**src/rtl/marng_pkg.sv**
```systemverilog
`default_nettype none

package marng_pkg;

  // Request codes carried in the req_type field
  localparam logic REQ_DRAW   = 1'b0;
  localparam logic REQ_RESEED = 1'b1;

  // Configuration register indexes
  localparam logic [1:0] CFG_RANGE_MIN     = 2'd0;
  localparam logic [1:0] CFG_RANGE_MAX     = 2'd1;
  localparam logic [1:0] CFG_FALLBACK_SEED = 2'd2;

  localparam logic [31:0] RANGE_MIN_RST     = 32'h8000_0000;
  localparam logic [31:0] RANGE_MAX_RST     = 32'h7fff_ffff;
  localparam logic [31:0] FALLBACK_SEED_RST = 32'h0000_0001;

  // Lag-8 multiply-with-carry pools: one carry entry and eight lags
  localparam int unsigned POOL_DEPTH = 9;
  localparam int unsigned NUM_LAGS   = 8;
  localparam int unsigned COEF_W     = 12;
  localparam int unsigned PROD_W     = COEF_W + 16;

  localparam logic [COEF_W-1:0] COEF_A [NUM_LAGS] = '{
    12'd1949, 12'd1861, 12'd1831, 12'd1777, 12'd1493, 12'd1217, 12'd1069, 12'd1021
  };
  localparam logic [COEF_W-1:0] COEF_B [NUM_LAGS] = '{
    12'd1117, 12'd2237, 12'd3343, 12'd351, 12'd1461, 12'd2577, 12'd3693, 12'd1085
  };

  // Seeding chain
  localparam logic [14:0] MWC_MUL    = 15'd30903;
  localparam int unsigned SEED_STEPS = 2 * POOL_DEPTH;
  localparam int unsigned SEED_CNT_W = $clog2(SEED_STEPS);
  localparam logic [15:0] CARRY_MASK = 16'h7fff;

  typedef struct packed {
    logic        req_type;
    logic [31:0] seed;
  } marng_in_t;

  typedef struct packed {
    logic signed [31:0] value;
    logic        [31:0] raw_word;
  } marng_out_t;

  typedef enum logic [2:0] {
    ST_IDLE,
    ST_SEED,
    ST_PROD,
    ST_SUM,
    ST_MUL,
    ST_FIN
  } marng_state_e;

  // Controller to datapath
  typedef struct packed {
    logic load_seed;
    logic seed_step;
    logic seed_last;
    logic prod;
    logic sum;
    logic mul;
    logic load_out;
  } marng_cmd_t;

  // Datapath to controller
  typedef struct packed {
    logic range_ok;
  } marng_status_t;

endpackage

`default_nettype wire

```
**src/rtl/marng_ctrl.sv**
```systemverilog
`default_nettype none

module marng_ctrl
  import marng_pkg::*;
(
  input  wire logic          clk_i,
  input  wire logic          rst_ni,
  input  wire logic          in_valid_i,
  input  wire logic          in_req_type_i,
  output logic               in_stall_o,
  output logic               out_valid_o,
  input  wire logic          out_stall_i,
  input  wire marng_status_t status_i,
  output marng_cmd_t         cmd_o
);

  marng_state_e            state_q, state_d;
  logic [SEED_CNT_W-1:0]   cnt_q, cnt_d;
  logic                    out_valid_q, out_valid_d;
  logic                    accept;

  always_ff @(posedge clk_i or negedge rst_ni) begin
    if (!rst_ni) begin
      state_q     <= ST_IDLE;
      cnt_q       <= '0;
      out_valid_q <= 1'b0;
    end else begin
      state_q     <= state_d;
      cnt_q       <= cnt_d;
      out_valid_q <= out_valid_d;
    end
  end

  always_comb begin
    state_d = state_q;
    cnt_d   = cnt_q;
    cmd_o   = '0;
    accept  = 1'b0;
    case (state_q)
      ST_IDLE: begin
        accept = in_valid_i;
        if (in_valid_i) begin
          if (in_req_type_i == REQ_RESEED) begin
            cmd_o.load_seed = 1'b1;
            cnt_d           = '0;
            state_d         = ST_SEED;
          end else if (status_i.range_ok) begin
            state_d = ST_PROD;
          end else begin
            state_d = ST_FIN;
          end
        end
      end
      ST_SEED: begin
        cmd_o.seed_step = 1'b1;
        cmd_o.seed_last = (cnt_q == SEED_CNT_W'(SEED_STEPS - 1));
        cnt_d           = cnt_q + 1'b1;
        if (cmd_o.seed_last) begin
          state_d = ST_IDLE;
        end
      end
      ST_PROD: begin
        cmd_o.prod = 1'b1;
        state_d    = ST_SUM;
      end
      ST_SUM: begin
        cmd_o.sum = 1'b1;
        state_d   = ST_MUL;
      end
      ST_MUL: begin
        cmd_o.mul = 1'b1;
        state_d   = ST_FIN;
      end
      ST_FIN: begin
        // hold until the output register is free
        cmd_o.load_out = !out_valid_q || !out_stall_i;
        if (cmd_o.load_out) begin
          state_d = ST_IDLE;
        end
      end
      default: begin
        state_d = ST_IDLE;
      end
    endcase
    out_valid_d = cmd_o.load_out || (out_valid_q && out_stall_i);
  end

  assign in_stall_o  = !accept && (state_q != ST_IDLE || !in_valid_i) ? 1'b1 : 1'b0;
  assign out_valid_o = out_valid_q;

endmodule

`default_nettype wire

```
**config.mk**
```make
export PLATFORM = sky130hd
export DESIGN_NAME = marng_ctrl
export DESIGN_NICKNAME = d
export VERILOG_FILES = /design/src/rtl/marng_pkg.sv /design/src/rtl/marng_ctrl.sv
export SDC_FILE = /design/constraint.sdc
export NUM_CORES = 1
export LEC_CHECK = 0
export BUFFER_PORTS_ARGS = -buffer_cell sky130_fd_sc_hd__buf_2
export CAP_MARGIN = 15
export CORE_MARGIN = 5
export CORE_UTILIZATION = 45
export DETAILED_ROUTE_END_ITERATION = 10
export GPL_TIMING_DRIVEN = 0
export PLACE_DENSITY = 0.74
export SETUP_SLACK_MARGIN = 0.5
export SLEW_MARGIN = 20
export SYNTH_ARGS = -nofsm -noshare
export SYNTH_HDL_FRONTEND = slang
export SYNTH_SLANG_ARGS = --single-unit
export TNS_END_PERCENT = 30
```
**constraint.sdc**
```tcl
create_clock -name clk_i -period 1.1 [get_ports clk_i]
set_input_delay 0 -clock clk_i [delete_from_list [all_inputs] [get_ports clk_i]]
set_output_delay 0 -clock clk_i [all_outputs]
set_load 0.1 [all_outputs]
```
[After elaboration in Yosys (flattened, before gate mapping)]
Index checks and enable logic that the tools add are counted.
Storage, ports and cells
  logic and storage cells: 47
  bits in writable memories: 0
  output and inout port bits: 9
  register bits: 9
  memories kept: 0
  memory bits (read-only): 0
  latch bits: 0
Operators by class
  shift-type cells: 0
  reductions and logical operators: 14
  mux-type cells: 19
  equal/unequal tests: 10
  multipliers: 0
  $lt $le $gt $ge: 0
  div/mod/pow operators: 0
  bitwise logic cells: 0
  add/sub/neg operators: 1
Operators by type and width (count)
  $pmux 3 s6: 1
  $mux 3: 5
  $mux 5: 2
  $pmux 5 s2: 1
  $mux 1: 9
  $ne 2x2->1 const B: 4
  $eq 3x2->1 const B: 2
  $eq 3x3->1 const B: 2
  $reduce_and 3->1: 2
  $add 5x1->5 const B: 1
  $eq 5x5->1 const B: 1
  $logic_not 1->1: 4
  $eq 3x1->1 const B: 1
  $logic_not 3->1: 1
  $logic_or 1x1->1: 3
  $reduce_bool 3->1: 1
  $logic_and 1x1->1: 2
  $mux 2: 1
  $reduce_bool 2->1: 1

[Longest topological paths before layout]
Gate-level depths: netlist of the first run.
  word-level depth: 5
  depth in mapped cells: 5
  gate-level depth less buffers: 5

[Least setup slack after synthesis of the first run]
Ideal clock, no wire load.
  path kind: register to output
  start point: register state_q[2]
  end point: output cmd_o[4] (netlist name)
  path buffers: 0
  data required time: 1100 ps
  path slack: -2448 ps
  arrival: 3548 ps
  stages on the path, launching flop included: 4
  cell sequence: dfrtp_1 nor2_2 nand2_1 nor4_1
RTL lines
  start: declaration: RTL line marng_ctrl.sv:17  | marng_state_e state_q, state_d;
  start signal: assignment: RTL line marng_ctrl.sv:28  | state_q <= state_d;
  end: declaration: RTL line marng_ctrl.sv:14  | output marng_cmd_t cmd_o

==> reports/metrics.cfg, run 1 <==
[power]
power.clock.fraction_pct=7.0
vdd_ir_drop_max_uv=2230
p_leak_uw=0.000460
combPwrFrac_pct=73.4
swShare_pct=51.3
power_uw=3630
power_frac_seq_pct=19.6
p_int_uw=1770
p_sw_uw=1870
p_per_area_nw_per_um2=3440

[setup_path]
cp-start-kind=flip-flop
critPathMaxFanout=6
cp_slowest_cell=dfrtp_2
arrival_ns=1.49
path_buf_inv=2
max_stage_delay_ns=0.45
cp_top_family=flip-flops
critical_path.cell_chain=buf_8, nor3_4, nand2_8, nor2_4, buf_12
cp-end-kind=output pin
required_ns=1.10
setup.worst_path.class=reg -> out

[timing]
clock_skew_ns=0.00842
period_share_pct=136
drv_slew=0
layout_setup_ws_ns=-0.393
worst_pin_slew_ns=0.269
tns_ns=-3.72
slew_headroom_pct=82.1
grt_setup_unrepaired=true
finalCriticalPeriod_ns=1.49
final_hold_viol_count=0
finalSetupViolations=16
fmax_mhz=670
hold_ws_ns=0.0549

[yosys]
syn_area_um2=596
ys_seq_elements=9
syn_area_per_cell_um2=9.93
yosysWarnings=0
synth_fp_nets=68
synth.distinct_cells=34
seq_area_frac_synth_pct=37.8
synthCells=60

[grt]
grt_start_max_net_pins=11
grt_first_pass_wirelength_um=2470
antenna_found_initial=0
grt_pass1_vias=570
grt.total_usage_pct=16.9
grt-ovfl-total=0

[outcome]
violations=negative setup slack
outcome=complete, but fails checks

[routing]
ant_nets=0
wl_um=1800
drc=0
wl_per_cell_um=17.1
num_vias=577
drt-initial-drc-count=8
vias_per_cell=5.50
drt-pass1-iter-count=4

[cts]
cts_tree=done
cts-root-buf=clkbuf_4
clkLatencyLatePin_ns=0.26
path_clk_slew_ns=0.06
cts_made_buffers=3
clock_path_buffers=2
clock_sinks=9
cts-htree-levels=1

[place]
port_buffers=14
pre_cts_ws_ns=-0.336
dpl.hpwl_um=939
gp_congestion=0.708
place_area_um2=759

[finish]
layout_commonest_cell=buf_4
n_antenna_cell=0
fin_area_um2=1060
fillerInstances=66
area_growth_pct=77.5
drive_above_1_share_pct=58.9
mostFrequentLayoutCells=buf_4, dfrtp_1, buf_12
fin_nets=99

[die]
initial_core_util_pct=46.9
dieArea_um2=2150
fp.coreArea_um2=1270
die_w_um=46.4
io_pins=15
rows=13
die_y_um=46.4

[min_path]
hold_class=in -> reg

[job]
maxCapViolCount=0

## path summary, 6_finish.rpt
check	from	to	slack (ns)	cells after the start
setup reg to reg	state_q[2]$_DFFE_PN0P_	state_q[0]$_DFFE_PN0P_	-0.36	5
min in group asynchronous	rst_ni	state_q[0]$_DFFE_PN0P_	0.13	2
setup / recovery	state_q[2]$_DFFE_PN0P_	cmd_o[6]	-0.39	5
hold / removal	status_i	state_q[1]$_DFFE_PN0P_	0.05	3
max in group asynchronous	rst_ni	state_q[2]$_DFFE_PN0P_	0.76	2
hold reg to reg	cnt_q[1]$_DFFE_PN0P_	cnt_q[1]$_DFFE_PN0P_	0.55	1
## metrics by stage
step	util, %	instances
after floorplan	-	60
after global placement	59.9	89
after detailed placement	59.9	89
after CTS	75.8	98
after global routing	83.3	105
final	83.3	105
## cells in the mapped netlist
master	number	area (µm²)
a2111oi_2	1	15.0
a211o_1	1	8.76
a21o_1	1	7.51
a21o_2	1	8.76
a21oi_1	2	10.0
a21oi_4	1	16.3
a22o_1	2	17.5
a31oi_1	2	12.5
and2_1	1	6.26
and3b_1	1	8.76
buf_4	2	15.0
buf_6	1	11.3
dfrtp_1	9	225
ha_1	2	25.0
inv_1	3	11.3
inv_2	1	3.75
mux2_2	1	11.3
mux2i_1	1	10.0
nand2_1	6	22.5
nand2b_4	1	13.8
nand3_1	2	10.0
nand3b_1	1	7.51
nand4_1	1	6.26
nor2_1	3	11.3
nor2_2	1	6.26
nor3_1	1	5.00
nor3_2	1	10.0
nor3b_1	2	15.0
nor4_1	1	6.26
o2bb2ai_1	1	8.76
o31a_1	2	17.5
or2b_1	1	7.51
or3_1	1	6.26
xnor2_1	2	17.5
## sequential cells by signal, indices dropped and copies added (netlist names)
name / cells
out_valid_o: 1
cnt_q: 5
state_q: 3
## power groups by stage
| stage | logic, µW | registers [µW] | clock network, µW |
|---|---|---|---|
| floorplan | 1520 | 742 | 0 |
| global placement | 1860 | 655 | 0 |
| detailed placement | 1870 | 660 | 0 |
| CTS | 2280 | 670 | 260 |
| global route | 2790 | 737 | 284 |
| finish | 2670 | 712 | 254 |
## per-layer routing
| layer | vias up | part of all wire (%) | track usage [%] |
|---|---|---|---|
| met5 | - | 0 | 0 |
| met4 | 0 | 0 | 3.98 |
| met3 | 0 | 3.7 | 6.25 |
| met2 | 13 | 56 | 29.4 |
| met1 | 292 | 41 | 19.4 |
| li1 | 272 | - | - |
## final cells by class
| cell class | count | area, µm² | area share [%] |
|---|---|---|---|
| inverter | 4 | 17.5 | 1.66 |
| timing repair buffer | 26 | 288 | 27.2 |
| multi-input combinational | 44 | 438 | 41.4 |
| buffer | 3 | 41.3 | 3.91 |
| clock buffer | 4 | 26.3 | 2.49 |
| tap | 15 | 18.8 | 1.78 |
| sequential | 9 | 228 | 21.5 |
## worst register-to-register path, stage by stage, from the launching register on
cell and delay [ns]:
dfrtp_2 0.45, buf_8 0.15, nor3_4 0.26, buf_4 0.16
or2b_1 0.23, o31a_1 0.10
## timing repair
action                                  in CTS  in global routing
gates resized for setup                     38                 10
pin swaps                                    5                  2
buffers inserted                             4                  7
endpoints found under the setup margin      18                 18
endpoints found under the hold margin        9                  0
hold buffers                                 1                  0
## logic make-up after synthesis
kind of cell             Yosys count  share of synthesized area (%)
AND/OR/NAND/NOR                   24                           24.0
AO/OA/AOI/OAI                     14                           20.6
flip-flops                         9                           37.8
buffers and inverters              7                           6.93
XOR/XNOR                           2                           2.94
multiplexers                       2                           3.57
adder cells (fa/ha/maj)            2                           4.20
Note: power is estimated with default switching activity, not from simulation.
==> inputs of run 2 (changes only) <==
- REMOVE_ABC_BUFFERS: unset -> 1
- clock period: 1.1 -> 1.2 ns (I/O delays scaled with it)
==> reports/metrics.cfg, run 2 (synthesis results as in run 1) <==
[finish]
n_antenna_cell=0
utilization_pct=78.1
finalNonFillerCells=108
largest_reg_flops=5
regMostFlops=cnt_q
mostFrequentLayoutCells=buf_4, dfrtp_1, buf_2
fin_nets=102
drive_above_1_share_pct=59.1
layout_commonest_cell=buf_4
area_growth_pct=66.4

[power]
vdd_ir_drop_max_uv=2140
power.clock.fraction_pct=7.4
p_per_area_nw_per_um2=3220
combPwrFrac_pct=70.6
p_leak_uw=0.000464
p_int_uw=1580
power_frac_seq_pct=22.0
p_sw_uw=1610
swShare_pct=50.4

[routing]
wl_per_cell_um=15.0
vias_per_cell=5.29
wl_um=1620
drt-initial-drc-count=8
num_vias=571
ant_nets=0
drt-pass1-iter-count=2
drc=0

[outcome]
violations=negative setup slack
outcome=complete, but fails checks

[die]
rows=13
io_pins=15
die_w_um=46.4
initial_core_util_pct=46.9
die_y_um=46.4
dieArea_um2=2150
fp.coreArea_um2=1270

[timing]
worst_pin_slew_ns=0.265
hold_ws_ns=0.0125
fmax_mhz=689
drv_slew=0
slew_headroom_pct=82.3
period_share_pct=121
clock_skew_ns=0.00174
finalCriticalPeriod_ns=1.45
final_hold_viol_count=0
layout_setup_ws_ns=-0.252
grt_setup_unrepaired=true
finalSetupViolations=12

[cts]
clock_sinks=9
cts_tree=done
cts-root-buf=clkbuf_4
clock_path_buffers=2
cts_made_buffers=3
clkLatencyLatePin_ns=0.26
cts-htree-levels=1
path_clk_slew_ns=0.06

[setup_path]
r2r_slack_ns=-0.24
cp-end-kind=output pin
critPathMaxFanout=6
cp_top_family=flip-flops
critical_path.cell_chain=buf_6, nor3_4, nand2_1, nor2_1, buf_6
arrival_ns=1.45
cp_slowest_cell=dfrtp_2
reg2reg_depth=5
setup.worst_path.class=reg -> out
r2r-end=state_q[0]$_DFFE_PN0P_
path_buf_inv=2
critPathMostFrequentCell=buf_6
timing.rr.start=cnt_q[0]$_DFFE_PN0P_
cp-start-kind=flip-flop
max_stage_delay_ns=0.46
required_ns=1.20

[grt]
grt_pass1_vias=614
grt-ovfl-total=0
grt.total_usage_pct=18.6
grt_first_pass_wirelength_um=2730
grt_start_max_net_pins=10
antenna_found_initial=0

[min_path]
hp-start=out_stall_i
hold_class=in -> reg
min_delay_path_depth=3
hold_end=out_valid_o$_DFF_PN0_

[place]
dpl.hpwl_um=860
port_buffers=14
gp_congestion=0.802
dp_cells=86

[job]
maxCapViolCount=0

[run 2: changes by cell type in the layout (fill, tap and decap cells not counted), sizes merged]
| cell | before | now |
|---|---|---|
| buf | 28 | 31 |
[run 2: what timing repair did]
action / in CTS / in global routing
resized for setup: 37 / 10
hold endpoints to repair: 9 / 0
hold buffers: 1 / 0
setup endpoints to repair: 18 / 18
pin swaps: 6 / 6
buffers inserted: 14 / 3
[run 2: final cells by class]
cell class,count,area [µm²]
Timing Repair Buffer,32,295
Clock buffer,4,26.3
Inverter,4,17.5
Sequential cell,9,230
Fill cell,90,278
Multi-Input combinational cell,44,403
Tap cell,15,18.8
[run 2: stage by stage]
| step | TNS, ns | worst slack (ns) | power [µW] | instance area [µm²] |
|---|---|---|---|---|
| 2_1_floorplan | -9.27 | -2.49 | 1830 | 569 |
| 3_3_place_gp | -1.41 | -0.388 | 2050 | 658 |
| 3_5_place_dp | -1.64 | -0.402 | 2070 | 658 |
| 4_1_cts | -1.51 | -0.232 | 2930 | 922 |
| 5_1_grt | -2.74 | -0.320 | 3380 | 991 |
| 6_report | -1.80 | -0.252 | 3190 | 991 |
[run 2: layer usage]
| metal | vias to the layer above | share of wire (%) | GRT usage [%] |
|---|---|---|---|
| met5 | - | 0 | 0 |
| met4 | 0 | 0.62 | 4.55 |
| met3 | 2 | 4.8 | 7.03 |
| met2 | 14 | 56 | 38.5 |
| met1 | 273 | 38 | 15.9 |
| li1 | 282 | - | - |
[run 2: power groups by stage]
stage	combinational, µW	clock (µW)	sequential, µW
after global placement	1370	0	677
after global routing	2390	261	725
final	2250	237	704
after floorplan	1100	0	731
after detailed placement	1390	0	682
after CTS	2030	246	653
[run 2: how the worst max path moves through the flow]
stage | slack, ns | startpoint | depth (start not counted) | to
6_report | -0.25 | state_q[1]$_DFFE_PN0P_ | 5 | cmd_o[6]
5_1_grt | -0.32 | state_q[1]$_DFFE_PN0P_ | 5 | cmd_o[6]
4_1_cts | -0.23 | state_q[1]$_DFFE_PN0P_ | 5 | cmd_o[6]
3_5_place_dp | -0.40 | state_q[1]$_DFFE_PN0P_ | 4 | cmd_o[4]
3_3_place_gp | -0.39 | state_q[1]$_DFFE_PN0P_ | 4 | cmd_o[4]
2_1_floorplan | -2.49 | state_q[1]$_DFFE_PN0P_ | 3 | cmd_o[4]
[run 2: tightest hold or removal path, cell delays in order]
cell	delay [ns]
buf_2	0.11
nand2_1	0.07
nand2_1	0.06
==> inputs of run 3 (changes only) <==
- CORE_ASPECT_RATIO: unset -> 1.1
- CORE_UTILIZATION: 45 -> 35
- PLACE_DENSITY: 0.74 -> 0.61
==> reports/metrics.cfg, run 3 (synthesis results as in run 1) <==
[grt]
grt_pass1_vias=610
grt_start_max_net_pins=10
grt-ovfl-total=0
antenna_found_initial=0
grt_first_pass_wirelength_um=2680
grt.total_usage_pct=13.4

[die]
initial_core_util_pct=37.3
rows=15
die_y_um=53.3
dieArea_um2=2630
io_pins=15
die_w_um=49.3
fp.coreArea_um2=1600

[routing]
num_vias=595
wl_um=1680
drt-initial-drc-count=13
ant_nets=0
wl_per_cell_um=15.3
drc=0
vias_per_cell=5.41
drt-pass1-iter-count=3

[min_path]
hold_class=in -> reg

[power]
vdd_ir_drop_max_uv=1600
p_per_area_nw_per_um2=3130
p_leak_uw=0.000462
power_uw=3200

[finish]
largest_reg_flops=5
fin_nets=102
regMostFlops=cnt_q
mostFrequentLayoutCells=buf_4, buf_2, buf_12
drive_above_1_share_pct=61.3
n_antenna_cell=0
area_growth_pct=71.4
layout_commonest_cell=buf_4

[setup_path]
cp-end-kind=output pin
setup.worst_path.class=reg -> out
arrival_ns=1.43
cp_slowest_cell=dfrtp_2
critical_path.cell_chain=buf_6, nor3_4, nand2_2, nor2_2, buf_12
max_stage_delay_ns=0.47
required_ns=1.20
cp-start-kind=flip-flop
critPathMaxFanout=6

[timing]
clock_skew_ns=0.00160
period_share_pct=119
finalCriticalPeriod_ns=1.43
slew_headroom_pct=67.6
drv_slew=0
layout_setup_ws_ns=-0.225
final_hold_viol_count=0
finalSetupViolations=12
worst_pin_slew_ns=0.490
fmax_mhz=702
grt_setup_unrepaired=true

[cts]
cts-root-buf=clkbuf_4
clock_path_buffers=2
cts_made_buffers=3
path_clk_slew_ns=0.06
clock_sinks=9
cts-htree-levels=1
clkLatencyLatePin_ns=0.26
cts_tree=done

[outcome]
violations=negative setup slack
outcome=complete, but fails checks

[place]
gp_congestion=0.746
pre_cts_ws_ns=-0.394
port_buffers=14
dpl.hpwl_um=874

[job]
maxCapViolCount=0

run 3: cell count changes in the layout (fill, tap and decap cells not counted), moves of 2 or more:
cell     change
buf_4        -5
buf_12       +2
nand2_2      +2
nor2_1       -2
nor2_2       +2
run 3: cell type report:
cell class / count / area, µm²
tap: 17 / 21.3
fill: 136 / 574
multi-input combinational: 44 / 398
timing repair buffer: 32 / 328
sequential: 9 / 230
inverter: 4 / 17.5
clock buffer: 4 / 26.3
run 3: stage by stage:
step	instances	hold WS [ns]	utilization (%)	cell area, µm²	setup TNS (ns)
2_1_floorplan	57	-0.296	-	569	-9.27
3_3_place_gp	88	-0.133	41.4	661	-1.43
3_5_place_dp	88	-0.132	41.4	661	-1.62
4_1_cts	110	-0.00910	59.2	945	-1.55
5_1_grt	110	0.00621	64.0	1020	-2.33
6_report	110	0.0190	64.0	1020	-1.50
run 3: critical path: cells and delay by family, from the launching register on:
kind,cells,cell delay [ns]
simple gates,3,0.36
flops,1,0.47
buf+inv,2,0.33
run 3: final timing paths:
path                                        start                endpoint  slack (ns)  cells past startpoint
setup / recovery           state_q[1]$_DFFE_PN0P_                cmd_o[6]       -0.23                      5
hold reg to reg              cnt_q[0]$_DFFE_PN0P_    cnt_q[1]$_DFFE_PN0P_        0.57                      2
hold / removal                        out_stall_i   out_valid_o$_DFF_PN0_        0.02                      3
max in group asynchronous                  rst_ni  state_q[1]$_DFFE_PN0P_        0.88                      2
setup reg to reg           state_q[2]$_DFFE_PN0P_  state_q[0]$_DFFE_PN0P_       -0.21                      5
min in group asynchronous                  rst_ni    cnt_q[4]$_DFFE_PN0P_        0.11                      2
run 3: timing repair:
item / in CTS / in global routing
endpoints found under the setup margin: 18 / 18
pin swaps: 7 / 3
endpoints found under the hold margin: 10 / 0
hold buffers: 1 / 0
gates resized for setup: 36 / 17
buffers inserted: 17 / 0
run 3: where the power goes:
group / total (µW) / internal (µW) / switching [µW] / leakage [µW]
clock network: 244 / 129 / 115 / 0.0000150
registers: 683 / 446 / 237 / 0.000111
logic: 2270 / 1020 / 1250 / 0.000336
total: 3200 / 1590 / 1610 / 0.000462
run 3: metal layers:
| layer | part of all wire (%) | GRT usage (%) |
|---|---|---|
| met1 | 39 | 14.0 |
| met2 | 55 | 24.7 |
| met3 | 5.2 | 5.92 |
| met4 | 0.71 | 2.69 |
| met5 | 0 | 0 |
